===== src/design/sagc_pkg.sv =====
`timescale 1ns / 1ps
`default_nettype none
// ----------------------------------------------------------------------------
// sagc_pkg
// Shared types, constants and the speed table of the speech AGC gain tracker.
// ----------------------------------------------------------------------------
package sagc_pkg;

    localparam int LEVEL_W = 32;
    localparam int GAIN_W  = 24;
    localparam int CNT_W   = 7;
    localparam int NUM_W   = 64;
    localparam int DEN_W   = 48;
    localparam int QUO_W   = 24;
    localparam int QB_W    = 5;

    localparam int SETTLE_PERIOD_DEF = 64;
    localparam int SETTLE_TIME_DEF   = 48;

    localparam logic [GAIN_W-1:0]  UNITY_GAIN    = 24'd1048576;
    localparam logic [GAIN_W-1:0]  GAIN_MAX      = 24'hFFFFFF;
    localparam logic [LEVEL_W-1:0] LEVEL_MAX     = 32'hFFFFFFFF;
    localparam logic [LEVEL_W-1:0] SF_MIN        = 32'd128;
    localparam logic [LEVEL_W-1:0] NOISE_MIN     = 32'd32768;
    localparam logic [LEVEL_W-1:0] NOISE_MAXDIFF = 32'd1048576;
    localparam logic [LEVEL_W-1:0] NOISE_MAXSTEP = 32'd2048;
    localparam logic [LEVEL_W-1:0] MIN_SLOW      = 32'd10125312;
    localparam logic [31:0]        LA_Q15        = 32'd5793;
    localparam logic [31:0]        LF_Q15        = 32'd24374;
    localparam logic [DEN_W-1:0]   OFFSET_Q45    = 48'd247175367885;
    localparam logic [NUM_W-1:0]   NUMER_Q65     = 64'd2073457268441376358;

    localparam logic [QB_W-1:0] QB_SPEED = 5'd4;
    localparam logic [QB_W-1:0] QB_GAIN  = 5'd24;

    // configuration register indexes
    localparam logic CFG_AGC_ENABLE  = 1'b0;
    localparam logic CFG_STEREO_MODE = 1'b1;

    typedef enum logic [3:0] {
        ST_IDLE,
        ST_FP,
        ST_LVL,
        ST_CLS,
        ST_KDIV,
        ST_SLOW,
        ST_D1,
        ST_D2,
        ST_DEN,
        ST_GDIV,
        ST_GATE,
        ST_GTMUL,
        ST_GTDIV,
        ST_GFIN,
        ST_GOUT,
        ST_GRES
    } sagc_state_t;

    typedef struct packed {
        logic            start;
        logic [QB_W-1:0] qbits;
    } sagc_div_ctl_t;

    typedef struct packed {
        logic busy;
        logic done;
    } sagc_div_sts_t;

    // speed table, Q0.16
    function automatic logic [13:0] speed_q16(input logic [3:0] k);
        logic [13:0] v;
        case (k)
            4'd0:    v = 14'd14510;
            4'd1:    v = 14'd8408;
            4'd2:    v = 14'd5734;
            4'd3:    v = 14'd4024;
            4'd4:    v = 14'd2779;
            4'd5:    v = 14'd1796;
            4'd6:    v = 14'd990;
            4'd7:    v = 14'd308;
            default: v = 14'd0;
        endcase
        return v;
    endfunction

endpackage
`default_nettype wire


===== src/design/sagc_mul.sv =====
`timescale 1ns / 1ps
`default_nettype none
// ----------------------------------------------------------------------------
// sagc_mul
// Shared 32 x 32 multiplier with a registered product.
// ----------------------------------------------------------------------------
module sagc_mul
    import sagc_pkg::*;
(
    input  wire logic        clk,
    input  wire logic [31:0] op_a,
    input  wire logic [31:0] op_b,
    output logic      [63:0] prod
);

    logic [63:0] prod_reg;

    always_ff @(posedge clk)
    begin
        prod_reg <= {32'd0, op_a} * {32'd0, op_b};
    end

    assign prod = prod_reg;

endmodule
`default_nettype wire


===== config.mk =====
export PLATFORM = sky130hd
export DESIGN_NAME = sagc_mul
export DESIGN_NICKNAME = d
export VERILOG_FILES = /design/src/design/sagc_pkg.sv /design/src/design/sagc_mul.sv
export SDC_FILE = /design/constraint.sdc
export NUM_CORES = 2
export LEC_CHECK = 0
export BUFFER_PORTS_ARGS = -buffer_cell sky130_fd_sc_hd__buf_2
export CAP_MARGIN = 20
export CORE_AREA = 4 4 246 248
export DETAILED_ROUTE_END_ITERATION = 10
export DIE_AREA = 0 0 250 252
export HOLD_SLACK_MARGIN = 0.08
export PLACE_DENSITY = 0.8
export SKIP_CTS_REPAIR_TIMING = 1
export SYNTH_ARGS = -nofsm -noshare
export SYNTH_HDL_FRONTEND = slang
export SYNTH_SLANG_ARGS = --single-unit

===== constraint.sdc =====
create_clock -name clk -period 10 [get_ports clk]
set_input_delay 3 -clock clk [delete_from_list [all_inputs] [get_ports clk]]
set_output_delay 3 -clock clk [all_outputs]
set_load 0.01 [all_outputs]

==> summary.md <==
| Metric | Value |
|---|---|
| Drt drc | `0` |
| Cts bufs inserted | `9` |
| Syn_area_per_cell | `9.25 um2` |
| Max-Slew Margin vs Limit | `52.6%` |
| Hold depth | `3` |
| Final period util | `a little over nine tenths` |
| Grt ovf | `0` |
| Post-Syn Instances | `3748` |
| Setup Crit Path Kind | `in -> reg` |
| CTS tree | `yes` |
| Std-Cell Rows | `between 80 and 90` |
| Die Area | `63000 um2` |
| Crit path DAT | `10030 ps` |
| Clk root buf | `clkbuf_16` |
| Post-synth ARST share | `0%` |
| P&R area growth vs syn | `8.77%` |
| Max Slew Vio Count | `0` |
| Total Wirelength | `89100 um` |
| CP endpoint kind | `flip-flop` |
| Gpl congestion | `~0.94` |
| Routed WL per cell | `between 15 and 20 um` |
| Least-Margin Pin Slew | `slightly above 700 ps` |
| Via density | `about 5.6` |
| Number of max-cap violations | `0` |
| Most frequent cells in the layout | `fa_1, inv_1, and2_1` |
| Initial core utilization | `59.3%` |
| Cell Area, Synth | `34700 um2` |
| # setup viols final | `0` |
| Vias in the first global route | `28969` |
| Max clock buf depth | `2` |
| CP Launch Type | `input port` |
| Largest register FFs | `between 60 and 70` |
| Critical path data required time | `just over 10000 ps` |
| Core footprint | `~58000 um2` |
| Maximum clock rate | `about 100 MHz` |
| CTS H-Tree Depth | `3` |
| Total track usage | `slightly below 30%` |
| Outcome | `finished, final reports clean` |
| Post-DRT Antenna Nets | `0` |
| Primary FF master, synth | `dfxtp_1` |
| Largest net degree at the start of global routing | `33` |
| Worst Hold Class | `in -> reg` |
| Yosys cell types | `57` |
| Tmin final | `9770 ps` |
| Register area share after synthesis | `3.69%` |
| CP max FO | `13` |
| Final hold vios | `0` |
| Via count | `around 26000` |
| Synth Warn # | `0` |
| TritonRoute pass-1 iters | `8` |
| Most common cell after layout, fill and taps aside | `fa_1` |
| DR iter-0 viols | `1669` |
| Input/output buffers | `around 130` |
| Clk slew on worst S/H paths | `60 ps` |
| Share of cells above drive strength 1 | `just over 10%` |
| RSZ-0062 raised after global routing | `false` |
| Initial antenna violation count | `2` |
| Io pins | `129` |
| First-pass GRT wire length | `about 150000 um` |
| Post-synth EDFFs | `0` |
| Nets@finish | `just over 5000` |
| Yosys reg bits | `64` |
| Sink Count | `between 60 and 70` |
| Net Count, Synth | `between 4000 and 5000` |
| Post-DP HPWL | `roughly 78000 um` |
| Hold_ws | `3250 ps` |
| Die Wd | `250 um` |
| Die Ht | `roughly 250 um` |
-- synthesized netlist by cell type (all sizes together) (3+ instances only) --
cell | instances | area (um2)
and3 | 14 | 87.6
dfxtp | 64 | 1280
nand4 | 23 | 144
clkbuf | 213 | 800
a21boi | 3 | 22.5
nand3 | 10 | 50.1
or4 | 3 | 22.5
o31ai | 5 | 78.8
ha | 263 | 3290
o221ai | 3 | 26.3
and2 | 602 | 3770
or3 | 3 | 18.8
fa | 896 | 17900
o21ai | 26 | 130
nor3 | 7 | 35.0
xor2 | 25 | 219
and4 | 3 | 26.3
or2 | 3 | 18.8
nor2 | 20 | 75.1
inv | 865 | 3250
a221o | 4 | 40.0
o21a | 9 | 67.6
a21oi | 66 | 342
buf | 7 | 33.8
o21bai | 11 | 86.3
a31oi | 12 | 75.1
xnor2 | 35 | 307
a221oi | 4 | 87.6
nand2 | 480 | 1800
a21o | 40 | 300
a211oi | 3 | 22.5
-- cells by family (layout without fill, tap and decap cells) --
logic type / Yosys count / count (layout) / synth area share [%]
adder cells (fa/ha/maj): 1159 / 1159 / 61.2
AND/OR/NAND/NOR: 1177 / 1177 / 17.6
multiplexers: 1 / 1 / 0.0289
XOR/XNOR: 60 / 60 / 1.52
buffers and inverters: 1085 / 1242 / 11.8
other: 0 / 2 / 0
AO/OA/AOI/OAI: 202 / 202 / 4.15
flip-flops: 64 / 64 / 3.69
-- metal layers --
layer  routed length (um)  share of wire [%]  track usage [%]
met1                30800                 35             34.4
met4                 5810                6.5             14.9
met3                 5460                6.1             4.03
met5                    0                  0                0
met2                47000                 53             52.7
-- layout make-up --
cell class | count | area [um2]
timing repair buffer | 361 | 2550
sequential | 64 | 1280
multi-input combinational | 2599 | 29400
tap | 773 | 967
inverter | 865 | 3250
clock inverter | 7 | 71.3
clock buffer | 9 | 225
fill | 4669 | 20700
antenna | 2 | 5.00
-- metrics by stage --
stage / instances / setup slack, ps / cell area (um2) / util, % / setup TNS [ps]
CTS: 4678 / 106 / 37600 / 64.4 / 0
global placement: 4662 / -112 / 37300 / 63.8 / -488
finish: 4680 / 230 / 37700 / 64.5 / 0
detailed placement: 4662 / -213 / 37300 / 63.8 / -1510
global route: 4679 / 2.76 / 37700 / 64.5 / 0
floorplan: 3748 / 247 / 34700 / - / 0
-- critical path, cell delays in order --
cell and delay (ps):
clkbuf_4 210, buf_4 230, and2_1 170, fa_1 550, inv_1 50, fa_1 470
inv_1 50, fa_1 480, fa_1 630, fa_1 470, fa_1 460, fa_1 510
inv_1 50, fa_1 480, inv_1 50, ha_1 300, a21o_1 190, a21o_1 170
a21oi_1 140, o21a_1 170, o221ai_1 120, a21o_1 230, a221o_1 390, a41oi_1 280
xnor2_1 160
-- worst paths after layout --
path / startpoint / to
worst max-delay path: op_a[13] / prod[60]
worst min-delay path: op_a[0] / prod[0]
Power is not shown: default switching activity piles up to over one toggle a cycle in this logic, so the estimate is an artifact.
