**src/design/sagc_pkg.sv**
```systemverilog
`timescale 1ns / 1ps
`default_nettype none
// ----------------------------------------------------------------------------
// sagc_pkg
// Shared types, constants and the speed table of the speech AGC gain tracker.
// ----------------------------------------------------------------------------
package sagc_pkg;

    localparam int LEVEL_W = 32;
    localparam int GAIN_W  = 24;
    localparam int CNT_W   = 7;
    localparam int NUM_W   = 64;
    localparam int DEN_W   = 48;
    localparam int QUO_W   = 24;
    localparam int QB_W    = 5;

    localparam int SETTLE_PERIOD_DEF = 64;
    localparam int SETTLE_TIME_DEF   = 48;

    localparam logic [GAIN_W-1:0]  UNITY_GAIN    = 24'd1048576;
    localparam logic [GAIN_W-1:0]  GAIN_MAX      = 24'hFFFFFF;
    localparam logic [LEVEL_W-1:0] LEVEL_MAX     = 32'hFFFFFFFF;
    localparam logic [LEVEL_W-1:0] SF_MIN        = 32'd128;
    localparam logic [LEVEL_W-1:0] NOISE_MIN     = 32'd32768;
    localparam logic [LEVEL_W-1:0] NOISE_MAXDIFF = 32'd1048576;
    localparam logic [LEVEL_W-1:0] NOISE_MAXSTEP = 32'd2048;
    localparam logic [LEVEL_W-1:0] MIN_SLOW      = 32'd10125312;
    localparam logic [31:0]        LA_Q15        = 32'd5793;
    localparam logic [31:0]        LF_Q15        = 32'd24374;
    localparam logic [DEN_W-1:0]   OFFSET_Q45    = 48'd247175367885;
    localparam logic [NUM_W-1:0]   NUMER_Q65     = 64'd2073457268441376358;

    localparam logic [QB_W-1:0] QB_SPEED = 5'd4;
    localparam logic [QB_W-1:0] QB_GAIN  = 5'd24;

    // configuration register indexes
    localparam logic CFG_AGC_ENABLE  = 1'b0;
    localparam logic CFG_STEREO_MODE = 1'b1;

    typedef enum logic [3:0] {
        ST_IDLE,
        ST_FP,
        ST_LVL,
        ST_CLS,
        ST_KDIV,
        ST_SLOW,
        ST_D1,
        ST_D2,
        ST_DEN,
        ST_GDIV,
        ST_GATE,
        ST_GTMUL,
        ST_GTDIV,
        ST_GFIN,
        ST_GOUT,
        ST_GRES
    } sagc_state_t;

    typedef struct packed {
        logic            start;
        logic [QB_W-1:0] qbits;
    } sagc_div_ctl_t;

    typedef struct packed {
        logic busy;
        logic done;
    } sagc_div_sts_t;

    // speed table, Q0.16
    function automatic logic [13:0] speed_q16(input logic [3:0] k);
        logic [13:0] v;
        case (k)
            4'd0:    v = 14'd14510;
            4'd1:    v = 14'd8408;
            4'd2:    v = 14'd5734;
            4'd3:    v = 14'd4024;
            4'd4:    v = 14'd2779;
            4'd5:    v = 14'd1796;
            4'd6:    v = 14'd990;
            4'd7:    v = 14'd308;
            default: v = 14'd0;
        endcase
        return v;
    endfunction

endpackage
`default_nettype wire

```
**src/design/sagc_div.sv**
```systemverilog
`timescale 1ns / 1ps
`default_nettype none
// ----------------------------------------------------------------------------
// sagc_div
// Restoring divider, one quotient bit a cycle, saturating on overflow.
// ----------------------------------------------------------------------------
module sagc_div
    import sagc_pkg::*;
(
    input  wire logic             clk,
    input  wire logic             rst_n,
    input  wire sagc_div_ctl_t    ctl,
    input  wire logic [NUM_W-1:0] num,
    input  wire logic [DEN_W-1:0] den,
    output sagc_div_sts_t         sts,
    output logic      [QUO_W-1:0] quo
);

    localparam int W = DEN_W + QUO_W;

    logic             run_reg;
    logic             done_reg;
    logic [QB_W-1:0]  idx_reg;
    logic [NUM_W-1:0] rem_reg;
    logic [DEN_W-1:0] den_reg;
    logic [QUO_W-1:0] quo_reg;
    logic [W-1:0]     lim;
    logic [W-1:0]     trial;
    logic [W-1:0]     rem_ext;
    logic [W-1:0]     num_ext;

    assign lim     = {{QUO_W{1'b0}}, den} << ctl.qbits;
    assign trial   = {{QUO_W{1'b0}}, den_reg} << idx_reg;
    assign rem_ext = {{(W-NUM_W){1'b0}}, rem_reg};
    assign num_ext = {{(W-NUM_W){1'b0}}, num};

    always_ff @(posedge clk or negedge rst_n)
    begin
        if (!rst_n)
        begin
            run_reg  <= 1'b0;
            done_reg <= 1'b0;
            idx_reg  <= '0;
        end
        else
        begin
            done_reg <= 1'b0;
            if (ctl.start)
            begin
                if (num_ext >= lim)
                begin
                    done_reg <= 1'b1;
                end
                else
                begin
                    run_reg <= 1'b1;
                    idx_reg <= ctl.qbits - 5'd1;
                end
            end
            else if (run_reg)
            begin
                idx_reg <= idx_reg - 5'd1;
                if (idx_reg == '0)
                begin
                    run_reg  <= 1'b0;
                    done_reg <= 1'b1;
                end
            end
        end
    end

    always_ff @(posedge clk)
    begin
        if (ctl.start)
        begin
            rem_reg <= num;
            den_reg <= den;
            // overflow saturates the quotient
            quo_reg <= (num_ext >= lim) ? '1 : '0;
        end
        else if (run_reg && (rem_ext >= trial))
        begin
            rem_reg          <= rem_reg - trial[NUM_W-1:0];
            quo_reg[idx_reg] <= 1'b1;
        end
    end

    assign sts.busy = run_reg;
    assign sts.done = done_reg;
    assign quo      = quo_reg;

endmodule
`default_nettype wire
```
**config.mk**
```make
export PLATFORM = sky130hd
export DESIGN_NAME = sagc_div
export DESIGN_NICKNAME = d
export VERILOG_FILES = /design/src/design/sagc_pkg.sv /design/src/design/sagc_div.sv
export SDC_FILE = /design/constraint.sdc
export NUM_CORES = 1
export LEC_CHECK = 0
export ABC_CLOCK_PERIOD_IN_PS = 7400
export BUFFER_PORTS_ARGS = -buffer_cell sky130_fd_sc_hd__buf_2
export CAP_MARGIN = 25
export CORE_ASPECT_RATIO = 0.9
export CORE_UTILIZATION = 40
export CTS_BUF_LIST = sky130_fd_sc_hd__clkbuf_4 sky130_fd_sc_hd__clkbuf_8
export DETAILED_ROUTE_END_ITERATION = 8
export GPL_ROUTABILITY_DRIVEN = 0
export PLACE_DENSITY = 0.56
export SLEW_MARGIN = 25
export SYNTH_ARGS = -nofsm -noshare
export SYNTH_HDL_FRONTEND = slang
export SYNTH_SLANG_ARGS = --single-unit
export TNS_END_PERCENT = 10
```
**constraint.sdc**
```tcl
create_clock -name clk -period 7.4 [get_ports clk]
set_clock_uncertainty 0.2 [all_clocks]
set_input_delay 2.22 -clock clk [delete_from_list [all_inputs] [get_ports clk]]
set_output_delay 2.22 -clock clk [all_outputs]
set_load 0.02 [all_outputs]
```
==> summary.md, run 1 <==
| Metric | Value |
|---|---|
| Avg WL per Cell | 23.6 µm |
| Core area | 40700 µm² |
| First-pass DRT Iterations | 5 |
| Most frequent cells in the layout | nand2_1 (295), nor2_1 (239), o21ai_0 (178), a21oi_1 (161), buf_2 (143) |
| CTS max path bufs | 2 |
| RSZ-0062 raised after global routing | no |
| Beginning of the critical path | idx_reg[0]$_DFFE_PN0P_ |
| Reported max-cap violation count | 0 |
| Crit Path Max Fanout | 79 |
| Synth Warn # | 0 |
| Layout cell share with drive strength beyond 1 | 16.6% |
| Clock Latency Late Sink | 0.54 ns |
| Rows | 70 |
| Global-route wire length before repair | 90800 µm |
| CTS tree | yes |
| Fin. Hold Viols | 0 |
| Pwr/cell area | 516 nW/µm² |
| Worst R2R Start | idx_reg[0]$_DFFE_PN0P_ |
| Vias in the first global route | 14.9k |
| Crit start category | flip-flop |
| RR Endpoint | rem_reg[0]$_DFFE_PP_ |
| GR Overflow Total | 0 |
| Clock Power Share | 7.3% |
| Pwr Total | 9.35 mW |
| Switching share of power | 53.7% |
| P_sw | 5.02 mW |
| Post-CTS Hold Fix Bufs | 0 |
| Seq/Total Area, Yosys | 25.7% |
| DRC errors left | 0 |
| Post-Syn Area | 16500 µm² |
| Sequential Power Share | 17.4% |
| Die Y | 195 µm |
| Gr usage total | 28.6% |
| Clock root buffer | clkbuf_8 |
| Crit path time final | 6.61 ns |
| Post-CTS Setup Bufs | 0 |
| Syn avg cell area | 8.40 µm² |
| IO Pins | 146 |
| WP data required | 7.37 ns |
| WL final | 60900 µm |
| Die X | 216 µm |
| Maximum VDD drop | 0.213 mV |
| Die ar. | 42200 µm² |
| Ys flop type | edfxtp_1 |
| Int Pwr | 4.33 mW |
| Syn-to-layout area delta | 9.62% |
| Final setup TNS | 0 ns |
| ANT cells | 0 |
| Relative slew slack | 32.4% |
| Reg2Reg Setup Slack | 0.79 ns |
| Filler cells | 4080 |
| Final #Nets | 2283 |
| R2R depth | 16 |
| CP cell instances | mux4_2 > mux2i_1 > mux2_2 > nor2_1 > a21oi_1 > ha_1 > o21ai_0 > a21oi_1 > inv_1 > nor4_1 > a21o_1 > nand4_1 > and2_1 > a2111oi_0 > o22a_4 > buf_12 |
| Fmax | 0.151 GHz |
| Pin count of the biggest net entering global routing | 80 |
| Total vias in the final route | 16.2k |
| Critical path class | flip-flop to flip-flop |
| Data arrival, critical path | 6.58 ns |
| EDFF count, synth | 136 |
| Total clock sinks | 143 |
| H-tree Lvls | 4 |
| Post-route ant nets | 0 |
| Max FFs per register | 64 |
| Synth cell types | 75 |
| Syn nets | 2221 |
| Combinational share of power | 75.4% |
| DR iter-0 viols | 1754 |
| Number of synthesized register bits | 143 |
| Outcome | finished, final reports clean |
| I/O Buffers | 145 |
| Worst setup EP type | flip-flop |
| Starting density of the core | 40.6% |
| Asr flop ratio synth | 4.90% |
| Post-synthesis cell count | 1971 |
| Reg clk slew, reported paths | 0.09 ns |
| Setup crit end | rem_reg[0]$_DFFE_PP_ |
| Min-delay worst type | flip-flop to flip-flop |
| Max incr delay on CP | 0.95 ns |
| Via-to-Cell Ratio | 6.27 |
| Critical-path top delay cell | dfrtp_2 |
| Initial antenna violation count | 1 |
| Clock buffer count from CTS | 17 |
| Most common cell after layout, fill and taps aside | nand2_1 |
| Slew Viols, Final | 0 |
| Worst-Margin Slew | 1.01 ns |
| Total leakage power | 7.33 nW |
| Setup violators final | 0 |
| Most frequent CP cell | a21oi_1 |
| Final Cycle Share | 89.3% |
| Cells resized by post-CTS repair | 0 |
| Detailed placement HPWL | 49200 µm |
## power by group through the flow
stage / Combinational, mW / Sequential [mW] / Clock [mW]
global placement: 6.81 / 1.63 / 0
finish: 7.05 / 1.63 / 0.678
detailed placement: 6.84 / 1.63 / 0
global route: 7.69 / 1.66 / 0.723
floorplan: 5.06 / 1.60 / 0
CTS: 6.89 / 1.62 / 0.695
## metal layers
layer / track usage [%] / vias up / share of wire (%)
li1: - / 7520 / -
met3: 4.18 / 83 / 7.6
met4: 9.08 / 2 / 3.0
met2: 42.8 / 725 / 43
met1: 42.1 / 7893 / 46
met5: 0 / - / 0.016
## logic make-up (layout without fill, tap and decap cells)
group / Yosys count / in the layout / synth area share [%]
buffers and inverters: 166 / 241 / 3.87
AO/OA/AOI/OAI: 578 / 578 / 21.5
XOR/XNOR: 54 / 54 / 2.86
multiplexers: 194 / 194 / 17.7
flip-flops: 143 / 143 / 25.7
AND/OR/NAND/NOR: 706 / 706 / 18.5
adder cells (fa/ha/maj): 130 / 130 / 9.87
## critical path: cells and delay by family (launching register included)
kind	cells	cell delay [ns]
AND/OR/NAND/NOR	4	1.13
flip-flops	1	0.95
multiplexers	3	1.09
AO/OA/AOI/OAI	6	1.92
buffers and inverters	2	0.41
adder cells (fa/ha/maj)	1	0.33
## synth_stat cells (all sizes together), types with 31 or more instances
cell,count,share of area (%)
clkbuf,101,2.3
buf,35,0.90
xnor2,31,1.6
a211oi,39,1.8
a21oi,162,4.9
o21ai,180,5.4
mux4,75,10
mux2,37,2.5
nand2,295,6.7
ha,129,9.8
nand4,38,1.4
mux2i,82,5.0
edfxtp,136,25
nor2,239,5.4
a21o,58,2.6
## per-stage QoR
step	setup WS (ns)	util, %	hold WS [ns]	area (µm²)	std cells
after floorplan	0.186	-	0.487	16500	1971
after global placement	0.432	43.6	0.354	17800	2554
after detailed placement	0.335	43.6	0.364	17800	2554
after CTS	0.887	44.5	0.386	18100	2586
after global routing	0.550	44.5	0.417	18100	2586
final	0.793	44.5	0.377	18100	2586
## final cells by class
| cell class | instances | area (µm²) | area share (%) |
|---|---|---|---|
| Multi-Input combinational cell | 1662 | 11700 | 64.3 |
| Clock inverter | 13 | 139 | 0.766 |
| Timing Repair Buffer | 179 | 1040 | 5.73 |
| Sequential cell | 143 | 4260 | 23.5 |
| Clock buffer | 19 | 249 | 1.37 |
| Tap cell | 540 | 676 | 3.72 |
| Inverter | 30 | 113 | 0.621 |
## how the worst min path moves through the flow
stage | start | endpoint | slack [ns] | cells past startpoint
5_1_grt | quo[5]$_DFFE_PP_ | quo[5]$_DFFE_PP_ | 0.42 | 2
3_5_place_dp | quo[21]$_DFFE_PP_ | quo[21]$_DFFE_PP_ | 0.36 | 2
2_1_floorplan | quo[20]$_DFFE_PP_ | quo[20]$_DFFE_PP_ | 0.49 | 2
3_3_place_gp | quo[10]$_DFFE_PP_ | quo[10]$_DFFE_PP_ | 0.35 | 2
6_report | quo[10]$_DFFE_PP_ | quo[10]$_DFFE_PP_ | 0.38 | 2
4_1_cts | quo[5]$_DFFE_PP_ | quo[5]$_DFFE_PP_ | 0.39 | 2
No activity file was read; power rests on OpenSTA's default activity.
==> run 2, diff against run 1 <==
--- a/config.mk
+++ b/config.mk
@@ -8,9 +8,9 @@
 export ABC_CLOCK_PERIOD_IN_PS = 7400
 export BUFFER_PORTS_ARGS = -buffer_cell sky130_fd_sc_hd__buf_2
 export CAP_MARGIN = 25
-export CORE_ASPECT_RATIO = 0.9
 export CORE_UTILIZATION = 40
 export CTS_BUF_LIST = sky130_fd_sc_hd__clkbuf_4 sky130_fd_sc_hd__clkbuf_8
+export CTS_CLUSTER_SIZE = 30
 export DETAILED_ROUTE_END_ITERATION = 8
 export GPL_ROUTABILITY_DRIVEN = 0
 export PLACE_DENSITY = 0.56
==> summary.md, run 2 (synthesized netlist as in run 1, its figures left out) <==
| Metric | Value |
|---|---|
| Starting density of the core | 40.5% |
| Die X | 205 µm |
| CTS max path bufs | 2 |
| Total vias in the final route | 16.3k |
| First-pass DRT Iterations | 6 |
| Rows | 74 |
| Met1 Resource Use GR | 41.1% |
| Clock Latency Late Sink | 0.52 ns |
| Clock buffer count from CTS | 17 |
| Reported max-cap violation count | 0 |
| WP data required | 7.62 ns |
| Critical path class | input port to flip-flop |
| WL final | 60700 µm |
| Via-to-Cell Ratio | 6.31 |
| Post-CTS Hold Fix Bufs | 0 |
| Maximum VDD drop | 0.190 mV |
| Most frequent CP cell | buf_4 |
| Max FFs per register | 64 |
| Post-route ant nets | 0 |
| Worst path bufs/invs | 3 |
| Setup violators final | 0 |
| Int Pwr | 4.40 mW |
| Post-CTS Setup Bufs | 0 |
| Min-delay worst type | flip-flop to flip-flop |
| Outcome | finished, final reports clean |
| Clock Power Share | 7.8% |
| DRC errors left | 0 |
| Sequential Power Share | 17.2% |
| Gr usage total | 29.1% |
| ANT cells | 0 |
| Relative slew slack | 31.7% |
| Cells resized by post-CTS repair | 0 |
| Avg WL per Cell | 23.6 µm |
| Hold Path Depth | 2 |
| Crit path time final | 6.59 ns |
| Delay-heaviest family, CP | simple AND/OR/NAND/NOR gates |
| Pin count of the biggest net entering global routing | 76 |
| RSZ-0062 raised after global routing | no |
| DP Worst Slack | 0.431 ns |
| Critical-path top delay cell | mux4_2 |
| Met2 Usage GRT | 44.3% |
| Most frequent cells in the layout | nand2_1 (295), nor2_1 (239), o21ai_0 (178), a21oi_1 (161), buf_2 (143) |
| CTS tree | yes |
| Worst-Margin Slew | 1.02 ns |
| Layout cell share with drive strength beyond 1 | 16.5% |
| Crit start category | input port |
| Fmax | 0.152 GHz |
| DR iter-0 viols | 1844 |
| Worst setup EP type | flip-flop |
| Max incr delay on CP | 0.54 ns |
| Die ar. | 42200 µm² |
| Reg clk slew, reported paths | 0.08 ns |
| Core area | 40800 µm² |
| Pwr/cell area | 518 nW/µm² |
| Switching share of power | 53.2% |
| Total leakage power | 7.34 nW |
| GR Overflow Total | 0 |
| Slew Viols, Final | 0 |
| Combinational share of power | 75.0% |
| Detailed placement HPWL | 48900 µm |
| IO Pins | 146 |
| Vias in the first global route | 15.3k |
| Util after Layout | 44.4% |
| Crit Path Max Fanout | 32 |
| Met3 Use GR | 4.13% |
| Total clock sinks | 143 |
| Critical Path Stages | 19 |
| Final Cycle Share | 89.1% |
| Global-route wire length before repair | 91800 µm |
| Final setup margin | 0.806 ns |
| H-tree Lvls | 4 |
| CP cell instances | buf_4 > buf_4 > mux4_2 > mux2i_1 > nand2_1 > o21ai_0 > nor2_1 > a31oi_1 > ha_1 > nand4_1 > nor2_1 > nand3b_1 > nor3_1 > o21ai_0 > nand4_1 > a21oi_2 > buf_4 > a31o_1 > a211oi_2 |
| Clock root buffer | clkbuf_8 |
| Most common cell after layout, fill and taps aside | nand2_1 |
| P_sw | 5.00 mW |
| Final setup TNS | 0 ns |
| Initial antenna violation count | 0 |
| Die Y | 205 µm |
| Data arrival, critical path | 6.82 ns |
| GR peak layer | met2 |
| R2R depth | 17 |
| Final #Nets | 2279 |
| I/O Buffers | 145 |
| Syn-to-layout area delta | 9.65% |
| Fin. Hold Viols | 0 |
## run 2: changes by cell type in the layout (fill, tap and decap cells not counted)
cell and change:
buf_4 -4, bufinv_16 +2, clkbuf_4 -1, clkinv_2 +1, clkinv_4 +3, clkinvlp_4 -3
inv_6 -2
## run 2: layer usage
| layer | up-vias | share of wire [%] |
|---|---|---|
| met5 | - | 0 |
| met4 | 0 | 3.9 |
| met3 | 120 | 7.8 |
| met2 | 785 | 44 |
| met1 | 7833 | 44 |
| li1 | 7516 | - |
## run 2: power groups by stage
stage          combinational [mW]  sequential [mW]  clock (mW)
5_1_grt                      7.73             1.66       0.772
3_5_place_dp                 6.86             1.64           0
6_report                     7.05             1.62       0.730
2_1_floorplan                5.06             1.60           0
4_1_cts                      6.91             1.62       0.743
3_3_place_gp                 6.83             1.63           0
## run 2: worst reg2reg max path, stage by stage, from the launching register on
cell	delay [ns]
dfrtp_2	0.94
buf_4	0.52
mux4_2	0.59
mux2i_1	0.25
nand2_1	0.09
o21ai_0	0.13
nor2_1	0.09
a21oi_1	0.21
ha_1	0.31
nand2_1	0.15
nor3_1	0.25
and4_1	0.30
a21bo_2	0.28
a211oi_1	0.54
o21ai_0	0.35
o31ai_1	0.69
mux2i_1	0.26
o22ai_1	0.11
## run 2: final timing paths
check	start	endpoint	slack, ns
setup / recovery	ctl[0]	idx_reg[2]$_DFFE_PN0P_	0.81
hold / removal	quo[22]$_DFFE_PP_	quo[22]$_DFFE_PP_	0.38
setup reg to reg	idx_reg[0]$_DFFE_PN0P_	rem_reg[62]$_DFFE_PP_	0.86
hold reg to reg	quo[22]$_DFFE_PP_	quo[22]$_DFFE_PP_	0.38
max in group asynchronous	rst_n	idx_reg[0]$_DFFE_PN0P_	5.45
min in group asynchronous	rst_n	done_reg$_DFF_PN0_	1.34
## run 2: metrics by stage
step                instances  hold WS (ns)  total power, mW  cell area (µm²)
floorplan                1971         0.487             6.65            16500
global placement         2542         0.352             8.45            17700
detailed placement       2542         0.369             8.50            17700
CTS                      2574         0.390             9.27            18100
global route             2574         0.417             10.2            18100
finish                   2574         0.379             9.40            18100
## run 2: final cells by class
| class | count | area (µm²) |
|---|---|---|
| Clock inverter | 14 | 190 |
| Inverter | 30 | 113 |
| Timing Repair Buffer | 175 | 1010 |
| Tap cell | 532 | 666 |
| Multi-Input combinational cell | 1662 | 11700 |
| Fill cell | 4080 | 22700 |
| Sequential cell | 143 | 4260 |
| Clock buffer | 18 | 241 |
==> run 3, diff against run 2 <==
--- a/config.mk
+++ b/config.mk
@@ -5,12 +5,12 @@
 export SDC_FILE = /design/constraint.sdc
 export NUM_CORES = 1
 export LEC_CHECK = 0
+export ABC_AREA = 1
 export ABC_CLOCK_PERIOD_IN_PS = 7400
 export BUFFER_PORTS_ARGS = -buffer_cell sky130_fd_sc_hd__buf_2
 export CAP_MARGIN = 25
 export CORE_UTILIZATION = 40
 export CTS_BUF_LIST = sky130_fd_sc_hd__clkbuf_4 sky130_fd_sc_hd__clkbuf_8
-export CTS_CLUSTER_SIZE = 30
 export DETAILED_ROUTE_END_ITERATION = 8
 export GPL_ROUTABILITY_DRIVEN = 0
 export PLACE_DENSITY = 0.56
==> constraint.sdc (replaced) <==
create_clock -name clk -period 7.4 [get_ports clk]
set_clock_uncertainty 0.2 [all_clocks]
set_input_delay 2.22 -clock clk [delete_from_list [all_inputs] [get_ports clk]]
set_output_delay 2.22 -clock clk [all_outputs]
set_load 0.1 [all_outputs]
==> summary.md, run 3 <==
| Metric | Value |
|---|---|
| Relative slew slack | 38.4% |
| Area share of the largest cell type after synthesis | 23.5% |
| Fmax | 0.167 GHz |
| Reported max-cap violation count | 0 |
| Post-synthesis cell count | 2758 |
| Final Cycle Share | 81.1% |
| EDFF count, synth | 136 |
| Via-to-Cell Ratio | 5.72 |
| Slew Viols, Final | 0 |
| CTS tree | yes |
| Clock Latency Late Sink | 0.57 ns |
| Die ar. | 44200 µm² |
| ANT cells | 0 |
| Total clock sinks | 143 |
| Post-CTS Setup Bufs | 0 |
| Critical path class | input port to flip-flop |
| Synth Warn # | 0 |
| Global-route wire length before repair | 109000 µm |
| Total vias in the final route | 19.6k |
| Max FFs per register | 64 |
| Syn-to-layout area delta | 9.11% |
| Initial antenna violation count | 1 |
| Most frequent cells in the layout | nand2_1 (950), o21ai_0 (291), nor2_1 (219), inv_1 (216), nand3_1 (204) |
| WL final | 73900 µm |
| Min-delay worst type | flip-flop to flip-flop |
| Synth cell types | 43 |
| DRC errors left | 0 |
| Post-synth top cells | nand2_1 (951), o21ai_0 (291), nor2_1 (219) |
| Syn nets | 3008 |
| Seq/Total Area, Yosys | 24.6% |
| Post-synth top area cell | edfxtp_1 |
| Pin count of the biggest net entering global routing | 75 |
| Crit start category | input port |
| CTS max path bufs | 2 |
| Seq. cell area | 4260 µm² |
| I/O Buffers | 145 |
| Number of synthesized register bits | 143 |
| Most common cell after layout, fill and taps aside | nand2_1 |
| Crit Path Max Fanout | 23 |
| Ys flop type | edfxtp_1 |
| Syn avg cell area | 6.29 µm² |
| Reg clk slew, reported paths | 0.09 ns |
| Die Y | 210 µm |
| Post-CTS Hold Fix Bufs | 0 |
| Asr flop ratio synth | 4.90% |
| Gr usage total | 33.6% |
| Post-Syn Area | 17300 µm² |
| Clock root buffer | clkbuf_8 |
| Filler cells | 4610 |
| Worst setup EP type | flip-flop |
| Post-route ant nets | 0 |
| Die X | 210 µm |
| GR Overflow Total | 0 |
| First-pass DRT Iterations | 7 |
| Data arrival, critical path | 6.21 ns |
| Fin. Hold Viols | 0 |
| Clock buffer count from CTS | 17 |
| Rows | 75 |
| Final #Nets | 3079 |
| RSZ-0062 raised after global routing | no |
| Starting density of the core | 41.0% |
| H-tree Lvls | 4 |
| Layout cell share with drive strength beyond 1 | 9.50% |
| IO Pins | 146 |
| WP data required | 7.61 ns |
| Most numerous cell in the Yosys netlist | nand2_1 |
| Multi-input logic area | 11700 µm² |
| Outcome | finished, final reports clean |
| Setup violators final | 0 |
| Final setup TNS | 0 ns |
| Worst-Margin Slew | 0.922 ns |
| Crit path time final | 6.00 ns |
| Avg WL per Cell | 21.6 µm |
| Core area | 42300 µm² |
| Vias in the first global route | 18.1k |
| Detailed placement HPWL | 61600 µm |
| Cells resized by post-CTS repair | 0 |
| DR iter-0 viols | 2469 |
| Area contributors post-synth | edfxtp_1 (24%), nand2_1 (21%), ha_1 (9.3%) |
-- run 3: cell count changes in the layout (fill, tap and decap cells not counted), moves of 20 or more --
| cell | change |
|---|---|
| a211oi_1 | -37 |
| a21o_1 | -51 |
| a21oi_1 | -30 |
| inv_1 | +193 |
| mux2_2 | -37 |
| mux4_2 | -75 |
| nand2_1 | +655 |
| nand3_1 | +184 |
| nand4_1 | -22 |
| nor2_1 | -20 |
| o21ai_0 | +113 |
| o21ai_2 | +21 |
| xnor2_1 | -23 |
-- run 3: routing by layer --
metal  up-vias  GRT usage [%]  share of wire, %
met4         2           19.7               6.0
li1       9414              -                 -
met3       194           7.63               9.1
met1      8990           44.1                43
met5         -              0             0.018
met2       964           50.3                42
-- run 3: worst max-delay path, cell delays in order --
cell     delay (ns)
buf_2          0.11
inv_2          0.23
buf_4          0.27
nand2_1        0.10
nand3_1        0.07
o21ai_0        0.14
mux2i_1        0.49
mux2i_1        0.28
nand2_1        0.12
o21ai_0        0.11
ha_1           0.32
nand2_1        0.06
nor2_1         0.16
nand3_1        0.10
nor2_1         0.16
nand2_1        0.10
nor2_1         0.11
nor2_1         0.04
nand2_1        0.06
nand2_1        0.05
nand2_1        0.05
nand2_1        0.04
nand2_1        0.32
nand3_2        0.10
buf_4          0.25
o21ai_0        0.11
-- run 3: layout make-up --
cell class,count,area share (%)
multi-input cells,2268,61.9
flip-flops and latches,143,22.5
repair buffers,173,5.04
inverters,226,4.48
well taps,577,3.81
clock buffers,17,1.24
clock inverters,15,1.02
-- run 3: worst paths after layout --
path	slack, ns	endpoint	cells after the start	start
worst min register to register	0.41	quo[9]$_DFFE_PP_	2	quo[9]$_DFFE_PP_
worst max register to register	1.61	rem_reg[37]$_DFFE_PP_	23	idx_reg[1]$_DFFE_PN0P_
max in group asynchronous	5.56	idx_reg[0]$_DFFE_PN0P_	1	rst_n
min in group asynchronous	1.27	idx_reg[2]$_DFFE_PN0P_	1	rst_n
worst min-delay path	0.41	quo[9]$_DFFE_PP_	2	quo[9]$_DFFE_PP_
worst max-delay path	1.40	quo[23]$_DFFE_PP_	26	ctl[0]
-- run 3: cell families after synthesis --
family	synth area share, %
xor+xnor	0.858
fa+ha+maj	9.42
compound gates	18.1
buf+inv	7.96
simple gates	35.1
mux	4.04
flops	24.6
-- run 3: metrics by stage --
| step | instance area (µm²) | hold slack (ns) | utilization, % | worst slack, ns | std cells |
|---|---|---|---|---|---|
| 3_3_place_gp | 18500 | 0.376 | 43.7 | 0.895 | 3387 |
| 4_1_cts | 18900 | 0.409 | 44.7 | 1.49 | 3419 |
| 2_1_floorplan | 17300 | 0.331 | - | 1.88 | 2758 |
| 5_1_grt | 18900 | 0.428 | 44.7 | 1.03 | 3419 |
| 6_report | 18900 | 0.406 | 44.7 | 1.40 | 3419 |
| 3_5_place_dp | 18500 | 0.386 | 43.7 | 0.892 | 3387 |
Power of run 3 is left out: the tool's default activity adds up to more than one toggle a clock period on the data nets, which glitch-free logic cannot reach.
